## config.mk

```make
export PLATFORM = sky130hd
export DESIGN_NAME = eci_scale
export DESIGN_NICKNAME = d
export VERILOG_FILES = /design/src/hdl/eci_scale.sv
export SDC_FILE = /design/constraint.sdc
export NUM_CORES = 2
export LEC_CHECK = 0
export ABC_AREA = 1
export BUFFER_PORTS_ARGS = -buffer_cell sky130_fd_sc_hd__buf_2
export CORE_MARGIN = 10
export CORE_UTILIZATION = 55
export CTS_CLUSTER_DIAMETER = 80
export DETAILED_ROUTE_END_ITERATION = 8
export PLACE_DENSITY_LB_ADDON = 0.15
export SYNTH_ARGS = -nofsm -noshare
export SYNTH_HDL_FRONTEND = slang
export SYNTH_SLANG_ARGS = --single-unit
```

## constraint.sdc

```tcl
create_clock -name aclk -period 7.6 [get_ports aclk]
set_input_delay 2.28 -clock aclk [delete_from_list [all_inputs] [get_ports aclk]]
set_output_delay 2.28 -clock aclk [all_outputs]
set_load 0.005 [all_outputs]
```

## src/hdl/eci_scale.sv

```systemverilog
// Exact scale pipeline: a + trunc((b - a) * c / one).
`timescale 1ns / 1ps
module eci_scale #(
    parameter int VALUE_WIDTH = 32,
    parameter int FRAC_BITS   = 16
) (
    input  logic                          aclk,
    input  logic                          aresetn,
    input  logic                          advance,
    input  logic                          valid_in,
    input  logic signed [VALUE_WIDTH-1:0] a_in,
    input  logic signed [VALUE_WIDTH-1:0] b_in,
    input  logic        [FRAC_BITS:0]     c_in,
    output logic                          valid_out,
    output logic signed [VALUE_WIDTH-1:0] result
);

    localparam int W  = VALUE_WIDTH;
    localparam int TW = FRAC_BITS + 1;
    localparam int PW = W + 1 + TW;

    logic [2:0]           valid_reg;
    logic signed [W-1:0]  a1_reg, a2_reg;
    logic                 neg1_reg, neg2_reg;
    logic [W:0]           mag1_reg;
    logic [TW-1:0]        c1_reg;
    logic [W:0]           part2_reg;
    logic signed [W-1:0]  result_reg;
    logic signed [W:0]    a_ext, b_ext, fwd, back;
    logic [PW-1:0]        prod;
    logic signed [W:0]    sum_next;

    // Advance valid bits
    always_ff @(posedge aclk) begin
        if (!aresetn) begin
            valid_reg <= '0;
        end else if (advance) begin
            valid_reg <= {valid_reg[1:0], valid_in};
        end
    end

    // Magnitude and direction of the span
    always_comb begin
        a_ext = (W+1)'(a_in);
        b_ext = (W+1)'(b_in);
        fwd   = b_ext - a_ext;
        back  = a_ext - b_ext;
    end

    // Truncating product of span and weight
    assign prod = mag1_reg * c1_reg;

    // Step from a toward b
    always_comb begin
        if (neg2_reg) begin
            sum_next = (W+1)'(a2_reg) - signed'(part2_reg);
        end else begin
            sum_next = (W+1)'(a2_reg) + signed'(part2_reg);
        end
    end

    always_ff @(posedge aclk) begin
        if (advance) begin
            a1_reg     <= a_in;
            neg1_reg   <= (b_in < a_in);
            mag1_reg   <= (b_in < a_in) ? back : fwd;
            c1_reg     <= c_in;

            a2_reg     <= a1_reg;
            neg2_reg   <= neg1_reg;
            part2_reg  <= prod[FRAC_BITS +: W+1];

            result_reg <= sum_next[W-1:0];
        end
    end

    assign valid_out = valid_reg[2];
    assign result    = result_reg;

endmodule

```

==> summary.json <==
{
  "job": {
    "maxCapViolations": 0
  },
  "synthesis": {
    "synth-edff-count": 180,
    "ys_types": 44,
    "syn_area_per_cell_sq_um": 7.42,
    "post_syn_area_sq_mm": 0.0319,
    "ys_async_sr_fraction": 0,
    "synth_seq_cells": 183,
    "netlist_instances": 4299,
    "syn_nets": 5055,
    "ys_dominant_reg_cell": "edfxtp_1",
    "share_of_synthesized_area_occupied_by_flip_flops_and_latches": 0.171,
    "yosys_warnings": 0
  },
  "setup_path": {
    "r2r-end": "part2_reg[13]$_DFFE_PP_",
    "critical_path.endpoint_type": "flip-flop",
    "startpoint_type": "flip-flop",
    "cp.arrival_ns": 6.88,
    "cp.required_ns": 7.84,
    "critical_path_peak_fanout": 17,
    "timing.setup.critical_path_class": "reg -> reg",
    "critical_path.n_buffers_inverters": 6,
    "crit_path_max_incr_delay_ns": 1.07,
    "worst_r2r_path_depth": 20,
    "timing.critical_path.cells": "nand2_1 -> fa_1 -> inv_1 -> fa_1 -> inv_1 -> fa_1 -> inv_1 -> fa_1 -> fa_1 -> inv_1 -> fa_1 -> inv_1 -> ha_1 -> a21oi_1 -> o21ai_0 -> a21oi_1 -> o21bai_1 -> inv_1 -> nand2_1 -> xor2_1",
    "worst_path_dominant_cell_family": "adder cells",
    "rrSetupSlack_ns": 0.96,
    "cp_slowest_cell": "edfxtp_1",
    "critical_path.reg2reg.startpoint": "mag1_reg[7]$_DFFE_PP_"
  },
  "timing": {
    "slew_headroom": 0.283,
    "max_clock_freq_ghz": 0.151,
    "final.setup_skew_ns": 0.0275,
    "min_period_over_period": 0.874,
    "setup_tns_ns": 0,
    "rsz0062_at_grt": "false",
    "setup_viols_final": 0,
    "timing.final.crit_period_ns": 6.64,
    "hold_viol_final": 0,
    "tightest_slew_ns": 1.08,
    "finalMaxSlewViolations": 0
  },
  "floorplan": {
    "die_height_um": 261,
    "full_die_area_sq_mm": 0.0680,
    "start_util": 0.554,
    "core_sq_mm": 0.0576,
    "num_rows": 88,
    "ioPinCount": 118,
    "dieWidth_um": 261
  },
  "drt": {
    "vias": 26400,
    "total_wirelength_of_the_detailed_routed_design_um": 90700,
    "drt-wirelength-per-cell_um": 17.8,
    "first_iter_violations": 2213,
    "vias_per_cell": 5.17,
    "first_pass_iters": 6,
    "final_antenna_net_count": 0,
    "drc_violations_left": 0
  },
  "cts": {
    "clock_path_buffers": 2,
    "cts_tree": "done",
    "number_of_cts_inserted_buffers": 17,
    "clock_insertion_delay_worst_skew_ns": 0.50,
    "path_clk_slew_ns": 0.08,
    "clock_sinks": 183,
    "cts_hold_buf": 0,
    "post-cts-setup-buffer-count": 0,
    "cts_max_level": 4,
    "clock-root-buffer": "clkbuf_16",
    "cts_repair_resize_count": 0
  },
  "cells_and_area": {
    "most-common-layout-cells": "nand2_1, inv_1, fa_1",
    "multi_input_area_sq_mm": 0.0215,
    "postLayoutCoreUtil": 0.587,
    "final_net_count": 5082,
    "largest_register_ffs": 33,
    "drive_above_1_share": 0.0549,
    "finalNonFillerCells": 5105,
    "n_fill_cell": 5573,
    "post-route-cell-area_sq_mm": 0.0338,
    "mostFrequentLayoutCell": "nand2_1",
    "seqCellArea_sq_mm": 0.00547,
    "flow.area_growth_from_synthesis_pct": 5.91
  },
  "global_routing": {
    "vias_in_the_first_global_route": 26100,
    "gr-usage-all-layers": 0.273,
    "grt_max_degree": 98,
    "grt_antenna_before_repair": 3,
    "wire_length_of_the_first_global_routing_pass_um": 143000,
    "globalRoute.totalOverflow": 0
  },
  "min_path": {
    "min_delay_worst_endpoint": "a2_reg[0]$_DFFE_PP_",
    "worst_hold_startpoint": "a1_reg[0]$_DFFE_PP_",
    "hold_path.class": "reg -> reg",
    "hold_path_cells": 0
  },
  "place": {
    "place.detailed.hpwl_um": 74900,
    "place_congestion": 0.990,
    "place_area_sq_mm": 0.0332,
    "numPlacedInstances": 5072,
    "portBuffers": 117
  },
  "status": {
    "status": "completed"
  }
}
==> synthesized netlist by cell type, types with 21 or more instances <==
cell      instances  share of area
ha_1            207          0.081
a21oi_1         137          0.021
nand3_1         155          0.024
nand4_1          32         0.0063
o21ai_0          74          0.012
edfxtp_1        180           0.17
inv_1          1120           0.13
o21bai_1         21         0.0049
fa_1            464           0.29
nand2_1        1316           0.15
clkbuf_1        133          0.016
xor2_1           83          0.023
nor2_1          206          0.024
==> cell type report <==
type                       instances  share of cell area
sequential                       183               0.162
inverter                        1126               0.125
clock inverter                    15             0.00626
tap                              765              0.0283
clock buffer                      17              0.0126
antenna                            1           0.0000741
timing repair buffer             167              0.0294
multi-input combinational       2831               0.637
==> layer usage <==
layer  GRT usage  share of wire  vias up
met4      0.0851          0.028        2
met1       0.371           0.43    12700
met5           0       0.000099        -
li1            -              -    12700
met2       0.443           0.47      908
met3      0.0431          0.074      127
==> worst register-to-register path, cell delays in order (launching register included) <==
cell and delay, ns:
edfxtp_1 1.07, nand2_1 0.20, fa_1 0.58, inv_1 0.05, fa_1 0.50, inv_1 0.05, fa_1 0.53, inv_1 0.06
fa_1 0.39, fa_1 0.51, inv_1 0.05, fa_1 0.47, inv_1 0.04, ha_1 0.32, a21oi_1 0.29, o21ai_0 0.24
a21oi_1 0.33, o21bai_1 0.13, inv_1 0.06, nand2_1 0.12, xor2_1 0.41
==> how the worst max path moves through the flow <==
stage,slack [ns],end,from,cells after the start
2_1_floorplan,2.05,part2_reg[27]$_DFFE_PP_,mag1_reg[30]$_DFFE_PP_,23
3_3_place_gp,1.04,part2_reg[13]$_DFFE_PP_,mag1_reg[12]$_DFFE_PP_,18
3_5_place_dp,1.06,part2_reg[13]$_DFFE_PP_,mag1_reg[7]$_DFFE_PP_,20
4_1_cts,1.04,part2_reg[13]$_DFFE_PP_,mag1_reg[7]$_DFFE_PP_,20
5_1_grt,0.76,part2_reg[13]$_DFFE_PP_,mag1_reg[7]$_DFFE_PP_,20
6_report,0.96,part2_reg[13]$_DFFE_PP_,mag1_reg[7]$_DFFE_PP_,20
==> metrics by stage <==
step	setup slack (ns)	hold WS, ns
2_1_floorplan	2.05	0.400
3_3_place_gp	1.04	0.402
3_5_place_dp	1.06	0.405
4_1_cts	1.04	0.423
5_1_grt	0.761	0.429
6_report	0.961	0.417
==> cells by family (layout without fill, tap and decap cells) <==
kind of cell | Yosys count | in the layout | share of synthesized area
compound gates | 287 | 287 | 0.0505
fa+ha+maj | 671 | 671 | 0.372
other cells | 0 | 1 | 0
flops | 183 | 183 | 0.171
buf+inv | 1285 | 1325 | 0.155
simple gates | 1773 | 1773 | 0.224
xor+xnor | 100 | 100 | 0.0275
Power is left out: the tool's default activity adds up to more than one toggle a clock period on the data nets, which glitch-free logic cannot reach.
