==> config.mk <==
export PLATFORM = sky130hd
export DESIGN_NAME = eci_curve
export DESIGN_NICKNAME = d
export VERILOG_FILES = /design/src/hdl/eci_pkg.sv /design/src/hdl/eci_curve.sv
export SDC_FILE = /design/constraint.sdc
export NUM_CORES = 2
export LEC_CHECK = 0
export BUFFER_PORTS_ARGS = -buffer_cell sky130_fd_sc_hd__clkbuf_2
export CORE_MARGIN = 2
export CORE_UTILIZATION = 45
export CTS_CLUSTER_DIAMETER = 50
export DETAILED_ROUTE_END_ITERATION = 10
export PLACE_DENSITY = 0.67
export SLEW_MARGIN = 20
export SYNTH_ARGS = -nofsm -noshare
export SYNTH_HDL_FRONTEND = slang
export SYNTH_SLANG_ARGS = --single-unit
==> constraint.sdc <==
create_clock -name aclk -period 11.7 [get_ports aclk]
set_input_delay 0 -clock aclk [delete_from_list [all_inputs] [get_ports aclk]]
set_output_delay 0 -clock aclk [all_outputs]
set_load 0.005 [all_outputs]
==> src/hdl/eci_pkg.sv <==
// Shared types and constants for the easing curve interpolator.
`timescale 1ns / 1ps
package eci_pkg;

    // Width of the raw time fields and of their differences
    localparam int RAW_WIDTH = 32;
    localparam int MAG_WIDTH = RAW_WIDTH + 1;

    // Operation selector carried in the input word's tuser
    typedef enum logic [1:0] {
        FUNC_SINGLE = 2'd0,
        FUNC_MAPPED = 2'd1,
        FUNC_MIX    = 2'd2,
        FUNC_XFADE  = 2'd3
    } func_t;

    // Curve identifiers
    typedef enum logic [2:0] {
        CURVE_LIN    = 3'd0,
        CURVE_INV    = 3'd1,
        CURVE_START2 = 3'd2,
        CURVE_START3 = 3'd3,
        CURVE_START4 = 3'd4,
        CURVE_STOP2  = 3'd5,
        CURVE_STOP3  = 3'd6,
        CURVE_STOP4  = 3'd7
    } curve_id_t;

endpackage

==> src/hdl/eci_curve.sv <==
// Curve level pipeline: linear, inverted, smooth start and smooth stop.
`timescale 1ns / 1ps
module eci_curve
    import eci_pkg::*;
#(
    parameter int FRAC_BITS = 16
) (
    input  logic               aclk,
    input  logic               aresetn,
    input  logic               advance,
    input  logic               valid_in,
    input  curve_id_t          curve_id,
    input  logic [FRAC_BITS:0] t_in,
    output logic               valid_out,
    output logic [FRAC_BITS:0] level
);

    localparam int TW = FRAC_BITS + 1;
    localparam logic [TW-1:0] ONE = {1'b1, {FRAC_BITS{1'b0}}};

    logic [4:0]    valid_reg;
    curve_id_t     id1_reg, id2_reg, id3_reg, id4_reg;
    logic [TW-1:0] base1_reg, base2_reg, base3_reg;
    logic [TW-1:0] lin1_reg, lin2_reg, lin3_reg, lin4_reg;
    logic [TW-1:0] p2_reg, p2_3_reg, p2_4_reg;
    logic [TW-1:0] p3_reg, p3_4_reg;
    logic [TW-1:0] p4_reg;
    logic [TW-1:0] base1_next, lin1_next, level_next;
    logic [2*TW-1:0] sq, cube, quad;
    logic [TW-1:0] level_reg;

    // Advance valid bits
    always_ff @(posedge aclk) begin
        if (!aresetn) begin
            valid_reg <= '0;
        end else if (advance) begin
            valid_reg <= {valid_reg[3:0], valid_in};
        end
    end

    // Choose the power base and the linear level
    always_comb begin
        case (curve_id)
            CURVE_STOP2, CURVE_STOP3, CURVE_STOP4: base1_next = ONE - t_in;
            default:                               base1_next = t_in;
        endcase
        lin1_next = (curve_id == CURVE_INV) ? ONE - t_in : t_in;
    end

    // Truncated fixed-point powers, one product per stage
    always_comb begin
        sq   = base1_reg * base1_reg;
        cube = p2_reg * base2_reg;
        quad = p3_reg * base3_reg;
    end

    // Pick the level for the curve
    always_comb begin
        case (id4_reg)
            CURVE_LIN, CURVE_INV: level_next = lin4_reg;
            CURVE_START2:         level_next = p2_4_reg;
            CURVE_START3:         level_next = p3_4_reg;
            CURVE_START4:         level_next = p4_reg;
            CURVE_STOP2:          level_next = ONE - p2_4_reg;
            CURVE_STOP3:          level_next = ONE - p3_4_reg;
            CURVE_STOP4:          level_next = ONE - p4_reg;
            default:              level_next = lin4_reg;
        endcase
    end

    always_ff @(posedge aclk) begin
        if (advance) begin
            id1_reg   <= curve_id;
            base1_reg <= base1_next;
            lin1_reg  <= lin1_next;

            id2_reg   <= id1_reg;
            base2_reg <= base1_reg;
            lin2_reg  <= lin1_reg;
            p2_reg    <= sq[FRAC_BITS +: TW];

            id3_reg   <= id2_reg;
            base3_reg <= base2_reg;
            lin3_reg  <= lin2_reg;
            p2_3_reg  <= p2_reg;
            p3_reg    <= cube[FRAC_BITS +: TW];

            id4_reg   <= id3_reg;
            lin4_reg  <= lin3_reg;
            p2_4_reg  <= p2_3_reg;
            p3_4_reg  <= p3_reg;
            p4_reg    <= quad[FRAC_BITS +: TW];

            level_reg <= level_next;
        end
    end

    assign valid_out = valid_reg[4];
    assign level     = level_reg;

    // Curve levels never leave 0..one
    assert property (@(posedge aclk) disable iff (!aresetn)
        valid_reg[4] |-> level_reg <= ONE)
        else $error("curve level above one");

endmodule

==> summary.md <==
| Metric | Value |
|---|---|
| Root Buffer | `clkbuf_16` |
| Final #Nets | `4478` |
| WP data arrival | `7300 ps` |
| Main synth FF type | `edfxtp_1` |
| M2 GR Usage | `34.8%` |
| Proportion of synthesized chip area in sequential cells | `21.2%` |
| Post-CTS Setup Bufs | `0` |
| CTS tree | `built` |
| Commonest non-fill, non-tap cell in the layout | `inv_1` |
| Hold crit path type | `input port to register` |
| Routability cong. | `0.899` |
| Most frequent cells in the layout | `inv_1 (797), fa_1 (632), nand2_1 (480)` |
| Top Usage Layer GRT | `met2` |
| IO Count | `42` |
| Post-Syn Instances | `3515` |
| Clock skew | `30.0 ps` |
| Clock-pin slew on the worst setup and hold paths | `60 ps` |
| Final worst path period share | `60.1%` |
| Clock sink count | `252` |
| TritonCTS Buffers | `35` |
| Fraction of layout cells with a size suffix above 1 | `4.21%` |
| Crit-path max FO | `14` |
| Worst-Skew Late Latency | `550 ps` |
| Placed insts | `4487` |
| Final cell count without fillers | `4577` |
| Clock buffer depth | `3` |
| Asr flop ratio synth | `0%` |
| Starting Density | `45.7%` |
| First-pass GRT wire length | `137000 um` |
| Initial DRC Count | `1562` |
| Syn Std Cell Area | `0.0355 mm^2` |
| Max-Cap Viols | `0` |
| Startpoint types | `register` |
| Port bufs | `41` |
| Total gr overflow | `0` |
| Worst Setup End Kind | `register` |
| Via count | `23700` |
| Setup TNS | `0 ps` |
| Routing usage on met3 | `2.74%` |
| Vias in the first global route | `25400` |
| Worst path bufs/invs | `5` |
| EDFF count, synth | `247` |
| Slowest stage delay, CP | `750 ps` |
| Netlist cell types | `79` |
| Post-route ant nets | `0` |
| HPWL after detailed placement | `62800 um` |
| Die area | `0.0811 mm^2` |
| Via/cell ratio | `5.18` |
| H-tree levels | `2` |
| Drt wl/cell | `18.1 um` |
| Post-cts resize count | `0` |
| Number of fill cells | `7070` |
| Crit path required time | `11960 ps` |
| Area Growth Syn to Fin | `7.04%` |
| WL final | `82700 um` |
| RSZ-0062 raised after global routing | `false` |
| Final setup viols | `0` |
| Status | `finished, final reports clean` |
| Post-cts hold buffer count | `26` |
| Fmax | `142 MHz` |
| GR Util met1 | `29.6%` |
| Slew HR | `33.0%` |
| First-pass iteration count of the detailed router | `5` |
| Tot GR Track Use | `21.2%` |
| Core box area | `0.0777 mm^2` |
| Syn nets | `4483` |
| Worst Tran Pin Value | `1010 ps` |
| # DRC | `0` |
| Avg Inst Size Synth | `10.1 um^2` |
| Largest net degree at the start of global routing | `122` |
| Flops & latches, synth | `252` |
| Final min period | `7030 ps` |
| Row count | `102` |
| CP max-delay cell | `edfxtp_1` |
| CP Class | `register to register` |
| Crit-path leading delay family | `adder cells` |
| Initial antenna violation count | `4` |
| Final hold violation count | `0` |
| CP cell instances | `inv_1 -> nor2_1 -> fa_1 -> inv_1 -> fa_1 -> fa_1 -> inv_1 -> fa_1 -> fa_1 -> inv_1 -> fa_1 -> inv_1 -> ha_1 -> a21oi_1 -> o21ai_1 -> a2111oi_0 -> o32ai_1 -> nor3_1 -> o21ai_1 -> xor2_1` |
| Die W | `285 um` |
| Yosys warning count | `0` |
| Crit path top cell by count | `fa_1` |
| Final Slew Violations | `0` |
| Die Y-Extent | `285 um` |
[cells by family after synthesis]
logic type | Yosys count | synth area share (%)
muxes | 41 | 1.36
DFF | 252 | 21.2
and+or+nand+nor | 1004 | 13.8
adders and majority gates | 944 | 46.6
xor gates and xnor gates | 99 | 2.44
AOI/OAI and AO/OA | 259 | 4.81
buffers and inverters | 916 | 9.75
[cells in the mapped netlist (all sizes together), types with 9 or more instances]
cell type  instances  area share [%]
mux2i             26            0.85
o211ai             9            0.19
xnor2             62             1.5
nand4             11            0.21
and2             297             5.2
o21ai             45            0.63
a31oi             11            0.19
a22oi             15            0.32
and3              10            0.18
o32a              10            0.28
nand3             22            0.32
ha               312              11
or3               14            0.30
a211oi            11            0.23
edfxtp           247              21
nor3              22            0.34
nor2              94             1.0
a21oi             74             1.0
inv              798             8.4
nand2            481             5.1
xor2              37            0.91
fa               632              36
clkbuf           111             1.2
mux2              14            0.44
a21o              19            0.40
nor2b             19            0.33
[worst paths after layout]
| check | depth (start not counted) | start | slack (ps) | to |
|---|---|---|---|---|
| max | 20 | base1_reg[11] | 4670 | p2_reg[12] |
| min | 1 | advance | 30 | level[15] |
| min reg2reg | 0 | lin1_reg[2] | 410 | lin2_reg[2] |
| max reg2reg | 20 | base1_reg[11] | 4670 | p2_reg[12] |
[stage by stage]
step                      area, um^2  util [%]  worst slack (ps)  hold slack, ps
after floorplan                35500         -              5520            98.9
after global placement         36600      47.1              4690             236
after detailed placement       36600      47.1              4600             240
after CTS                      38000      48.9              4600            53.3
after global routing           38000      48.9              4110            74.0
final                          38000      48.9              4670            33.8
[metal layers]
layer  part of all wire, %  vias up  routed length [um]
met5                 0.045        -                  37
met1                    44    12000               36200
li1                      -    10800                   -
met3                   6.0      150                5000
met2                    48      702               39300
met4                   2.5        6                2080
[layout make-up]
cell class / count / area, um^2 / share of cell area [%]
Multi-Input combinational cell: 2347 / 24500 / 64.6
Antenna cell: 1 / 2.50 / 0.00659
Tap cell: 1040 / 1300 / 3.42
Inverter: 798 / 3000 / 7.88
Clock inverter: 24 / 198 / 0.520
Timing Repair Buffer: 76 / 543 / 1.43
Clock buffer: 39 / 912 / 2.40
Sequential cell: 252 / 7520 / 19.8
Power is left out: the tool's default activity adds up to more than one toggle a clock period on the data nets, which glitch-free logic cannot reach.
