### config.mk
export PLATFORM = sky130hd
export DESIGN_NAME = eci_divider
export DESIGN_NICKNAME = d
export VERILOG_FILES = /design/src/hdl/eci_pkg.sv /design/src/hdl/eci_divider.sv
export SDC_FILE = /design/constraint.sdc
export NUM_CORES = 2
export LEC_CHECK = 0
export ABC_AREA = 1
export BUFFER_PORTS_ARGS = -buffer_cell sky130_fd_sc_hd__buf_2
export CAP_MARGIN = 20
export CORE_ASPECT_RATIO = 0.5
export CORE_MARGIN = 4
export CORE_UTILIZATION = 42
export CTS_CLUSTER_DIAMETER = 40
export DETAILED_ROUTE_END_ITERATION = 10
export PLACE_DENSITY = 0.67
export SLEW_MARGIN = 20
export SYNTH_ARGS = -nofsm -noshare
export SYNTH_HDL_FRONTEND = slang
export SYNTH_SLANG_ARGS = --single-unit
### constraint.sdc
create_clock -name aclk -period 1.85 [get_ports aclk]
set_input_delay 0.37 -clock aclk [delete_from_list [all_inputs] [get_ports aclk]]
set_output_delay 0.37 -clock aclk [all_outputs]
set_load 0.02 [all_outputs]
### src/hdl/eci_pkg.sv
// Shared types and constants for the easing curve interpolator.
`timescale 1ns / 1ps
package eci_pkg;

    // Width of the raw time fields and of their differences
    localparam int RAW_WIDTH = 32;
    localparam int MAG_WIDTH = RAW_WIDTH + 1;

    // Operation selector carried in the input word's tuser
    typedef enum logic [1:0] {
        FUNC_SINGLE = 2'd0,
        FUNC_MAPPED = 2'd1,
        FUNC_MIX    = 2'd2,
        FUNC_XFADE  = 2'd3
    } func_t;

    // Curve identifiers
    typedef enum logic [2:0] {
        CURVE_LIN    = 3'd0,
        CURVE_INV    = 3'd1,
        CURVE_START2 = 3'd2,
        CURVE_START3 = 3'd3,
        CURVE_START4 = 3'd4,
        CURVE_STOP2  = 3'd5,
        CURVE_STOP3  = 3'd6,
        CURVE_STOP4  = 3'd7
    } curve_id_t;

endpackage

### src/hdl/eci_divider.sv
// Pipelined restoring divider that maps a raw time offset onto 0..one.
`timescale 1ns / 1ps
module eci_divider
    import eci_pkg::*;
#(
    parameter int FRAC_BITS = 16
) (
    input  logic                 aclk,
    input  logic                 aresetn,
    input  logic                 advance,
    input  logic                 valid_in,
    input  logic [MAG_WIDTH-1:0] num_mag,
    input  logic [MAG_WIDTH-1:0] span_mag,
    input  logic                 force_zero,
    output logic                 valid_out,
    output logic [FRAC_BITS:0]   mapped_time
);

    localparam int TW = FRAC_BITS + 1;
    localparam logic [TW-1:0] ONE = {1'b1, {FRAC_BITS{1'b0}}};

    logic                 valid_reg [FRAC_BITS+1];
    logic [MAG_WIDTH-1:0] rem_reg   [FRAC_BITS+1];
    logic [MAG_WIDTH-1:0] den_reg   [FRAC_BITS+1];
    logic [FRAC_BITS-1:0] q_reg     [FRAC_BITS+1];
    logic                 one_reg   [FRAC_BITS+1];
    logic                 zero_reg  [FRAC_BITS+1];

    // Entry stage: saturate to one when the offset reaches the span
    always_ff @(posedge aclk) begin
        if (!aresetn) begin
            valid_reg[0] <= 1'b0;
        end else if (advance) begin
            valid_reg[0] <= valid_in;
        end
    end

    always_ff @(posedge aclk) begin
        if (advance) begin
            rem_reg[0]  <= num_mag;
            den_reg[0]  <= span_mag;
            q_reg[0]    <= '0;
            one_reg[0]  <= (num_mag >= span_mag);
            zero_reg[0] <= force_zero;
        end
    end

    // One quotient bit per stage
    for (genvar k = 1; k <= FRAC_BITS; k++) begin : g_step
        logic [MAG_WIDTH:0] shifted;
        logic [MAG_WIDTH:0] diff;
        logic               take;

        always_comb begin
            shifted = {rem_reg[k-1], 1'b0};
            diff    = shifted - {1'b0, den_reg[k-1]};
            take    = (shifted >= {1'b0, den_reg[k-1]});
        end

        always_ff @(posedge aclk) begin
            if (!aresetn) begin
                valid_reg[k] <= 1'b0;
            end else if (advance) begin
                valid_reg[k] <= valid_reg[k-1];
            end
        end

        always_ff @(posedge aclk) begin
            if (advance) begin
                rem_reg[k]  <= take ? diff[MAG_WIDTH-1:0] : shifted[MAG_WIDTH-1:0];
                den_reg[k]  <= den_reg[k-1];
                q_reg[k]    <= {q_reg[k-1][FRAC_BITS-2:0], take};
                one_reg[k]  <= one_reg[k-1];
                zero_reg[k] <= zero_reg[k-1];
            end
        end
    end

    // Pick saturated, zero or divided time
    always_comb begin
        if (zero_reg[FRAC_BITS]) begin
            mapped_time = '0;
        end else if (one_reg[FRAC_BITS]) begin
            mapped_time = ONE;
        end else begin
            mapped_time = {1'b0, q_reg[FRAC_BITS]};
        end
    end

    assign valid_out = valid_reg[FRAC_BITS];

    // Partial remainder stays below the divisor on a real division
    assert property (@(posedge aclk) disable iff (!aresetn)
        valid_reg[FRAC_BITS] && !one_reg[FRAC_BITS]
        |-> rem_reg[FRAC_BITS] < den_reg[FRAC_BITS])
        else $error("divider remainder not below divisor");

endmodule

==> impl_metrics.json <==
{
  "num-fill-cells": 17566,
  "maxSlewHeadroom": 0.624,
  "dr.pass1.iters": 8,
  "synthDistinctLibCells": 40,
  "slew_violations": 0,
  "holdCritPathClass": "input pin to flip-flop",
  "grt-ovfl-total": 0,
  "critPathMaxStageDelay_ps": 390,
  "drc": 0,
  "pwr-share-seq": 0.224,
  "grt_pass1_wl_mm": 467,
  "cts_tree": "built",
  "die_area_sq_um": 217000,
  "regToRegSetupSlack_ps": -570,
  "swShare": 0.419,
  "antenna_found_initial": 1,
  "drt_iter0_drc": 3826,
  "reg2regPathDepth": 14,
  "crit_required_ps": 2440,
  "drv_cap": 0,
  "num_rows": 118,
  "syn_to_final_growth_pct": 51.4,
  "critical_path_arrival_ps": 3000,
  "finalWorstSetupSlack_ps": -568,
  "place_hpwl_mm": 251,
  "finalWeightedCongestion": 0.988,
  "portBuffers": 88,
  "syn_nets": 12740,
  "vias": 86399,
  "wl_met3_mm": 8.49,
  "p_int_mw": 122,
  "status": "finished, violations left",
  "grt_max_degree": 74,
  "root_buffer": "clkbuf_16",
  "synth_area_leaders": "edfxtp_1 42%, nand2_1 21%, inv_1 11%, ha_1 8.0%, nand3_1 4.3%",
  "core_sq_um": 207000,
  "setup_viol": 529,
  "clk_latency_ps": 850,
  "leakagePower_nw": 68.7,
  "grt_pass1_vias": 88391,
  "power_density_nw_per_um2": 1570,
  "synth_seq_cells": 1243,
  "comb_power_share": 0.617,
  "clkSinkCount": 1243,
  "h-tree-depth": 4,
  "met1_length_mm": 103,
  "fin_crit_sh": 1.31,
  "ioPinCount": 89,
  "viasPerCell": 4.71,
  "clkPwrFrac": 0.160,
  "fin_crit_ps": 2420,
  "cp_slowest_cell": "edfxtp_1",
  "hold_start": "span_mag[16]",
  "dr_wl_met2_mm": 172,
  "netlist_area_sq_um": 87800,
  "synth.top_cell.area_share": 0.425,
  "path_max_fanout": 8,
  "avgSynthCellArea_sq_um": 7.26,
  "rr_endpoint": "rem_reg[0][176]",
  "fmax_mhz": 414,
  "wirelength_mm": 317,
  "path_cells": "inv_2 > ha_4 > buf_4 > nand2_2 > nor2_2 > nand2_1 > nor2_2 > nand3_1 > nand3_4 > nor2_4 > nand2_8 > clkbuf_16 > nand2_2 > nand2_1",
  "cts-buffers-inserted": 175,
  "nets": 16100,
  "die_h_um": 331,
  "peakVddDrop_uv": 907,
  "finalHoldViolCount": 0,
  "rsz0062_at_grt": "yes",
  "ys_seq_area_frac": 0.425,
  "r2r-start": "den_reg[0][151]",
  "topRoutingLayerUsed": "met4",
  "critPathLaunchType": "flip-flop",
  "drive_gt1_frac": 0.341,
  "clkSlewWorstSetupHoldPaths_ps": 50,
  "crit_type": "flip-flop to flip-flop",
  "yosysWarnings": 0,
  "cp_top_family": "simple AND/OR/NAND/NOR gates",
  "hold-path-cell-count": 2,
  "start_util": 0.423,
  "fin_skew_ps": 46.1,
  "yosysTopAreaCell": "edfxtp_1",
  "violations": "setup timing",
  "ant_nets": 0,
  "endpoint_kind": "flip-flop",
  "wl_per_cell_um": 17.3,
  "cp_num_buf_inv": 3,
  "hold_ws_ps": 263,
  "p_sw_mw": 87.5,
  "grt_usage": 0.279,
  "syn_inst": 12094,
  "p_total_mw": 209,
  "die_w_um": 655,
  "holdPathEnd": "den_reg[0][16]",
  "worstMarginPinSlew_ps": 563,
  "clock_path_buffers": 4
}
cells in the mapped netlist:
cell / number
o211ai_1: 2
nand3b_1: 68
edfxtp_1: 1242
nor2_4: 5
fa_1: 15
nand2_2: 20
buf_2: 45
buf_4: 27
o21ai_0: 25
nor2_1: 708
o21bai_1: 20
or2_2: 33
a21oi_1: 323
nand2_4: 21
nand4_1: 104
a211oi_1: 6
nor3_4: 2
nor4_1: 10
nand3_1: 748
clkbuf_1: 4
nor2_2: 26
nor3_2: 6
and2_1: 107
xnor2_1: 8
o21a_1: 2
buf_6: 45
inv_1: 2640
nor3_1: 109
o2111ai_1: 1
clkinv_1: 1
dfxtp_1: 1
nand3b_2: 7
nand3_2: 3
a21o_1: 2
a21oi_4: 1
and3_1: 7
nand2_1: 4923
inv_2: 7
ha_1: 560
xor2_1: 210
routing by layer:
metal / GRT usage / vias up
met5: 0 / -
met4: 0.245 / 0
met3: 0.0292 / 1215
met2: 0.551 / 2001
met1: 0.248 / 39048
li1: - / 44135
layout by cell type (no fill, tap or decap), types with 59 or more instances in the layout:
master | netlist | routed
buf_2 | 45 | 87
buf_4 | 27 | 2940
nand2_2 | 20 | 511
nor2_4 | 5 | 64
inv_1 | 2640 | 2451
ha_4 | 0 | 421
nand3_2 | 3 | 114
buf_12 | 0 | 110
nand3b_1 | 68 | 68
a21oi_1 | 323 | 261
a21oi_2 | 0 | 59
nor2_2 | 26 | 159
nand2_4 | 21 | 151
nand2_1 | 4923 | 4282
ha_1 | 560 | 134
inv_2 | 7 | 181
dlygate4sd3_1 | 0 | 70
clkbuf_16 | 0 | 202
and2_1 | 107 | 104
nor2_1 | 708 | 516
nor3_1 | 109 | 81
nand3_1 | 748 | 631
edfxtp_1 | 1242 | 1242
nand4_1 | 104 | 104
xor2_1 | 210 | 210
how the worst max path moves through the flow:
| stage | cells after the start | endpoint | slack [ps] | startpoint |
|---|---|---|---|---|
| floorplan | 11 | rem_reg[0][215] | -120 | rem_reg[0][185] |
| global placement | 14 | rem_reg[0][492] | -700 | rem_reg[0][431] |
| detailed placement | 16 | rem_reg[0][469] | -700 | den_reg[0][431] |
| CTS | 13 | rem_reg[0][449] | -510 | rem_reg[0][396] |
| global route | 16 | rem_reg[0][294] | -650 | den_reg[0][234] |
| finish | 14 | rem_reg[0][176] | -570 | den_reg[0][151] |
repair_timing:
action | 4_1_cts | 5_1_grt
setup buffers | 98 | 274
pin swaps | 77 | 312
endpoints found under the hold margin | 75 | 0
cloned | 10 | 30
resized for setup | 366 | 1007
setup endpoints to repair | 528 | 529
hold buffers | 70 | 0
power groups by stage:
stage          Clock (mW)  Combinational (mW)  Sequential, mW
2_1_floorplan           0                62.8            45.5
3_3_place_gp            0                 110            47.0
3_5_place_dp            0                 112            47.2
4_1_cts              34.1                 117            46.6
5_1_grt              35.3                 142            47.4
6_report             33.4                 129            46.8
per-stage QoR:
step,area (sq um),utilization,setup TNS (ps),worst slack (ps),instances
after floorplan,93500,-,-37480,-118,12094
after global routing,133000,0.640,-282560,-648,18338
after detailed placement,118000,0.569,-278950,-700,17559
after CTS,127000,0.611,-228880,-511,18037
final,133000,0.640,-231110,-568,18338
after global placement,118000,0.569,-265540,-697,17559
cell type report:
cell class / count / area, sq um / area share
diodes: 1 / 2.50 / 0.0000188
clock buffers: 194 / 4540 / 0.0341
clock inverters: 106 / 1070 / 0.00804
inverters: 2648 / 10000 / 0.0756
multi-input cells: 8082 / 49500 / 0.372
flip-flops and latches: 1243 / 37300 / 0.281
well taps: 2760 / 3450 / 0.0260
repair buffers: 3299 / 26900 / 0.203
repair inverters: 5 / 56.3 / 0.000424
cells by family after synthesis:
family	Yosys count	share of synthesized area
buffers and inverters	2769	0.124
adder cells (fa/ha/maj)	575	0.0832
flip-flops	1243	0.425
AO/OA/AOI/OAI	382	0.0229
AND/OR/NAND/NOR	6907	0.323
XOR/XNOR	218	0.0218
Power figures use the tool's default switching activity.
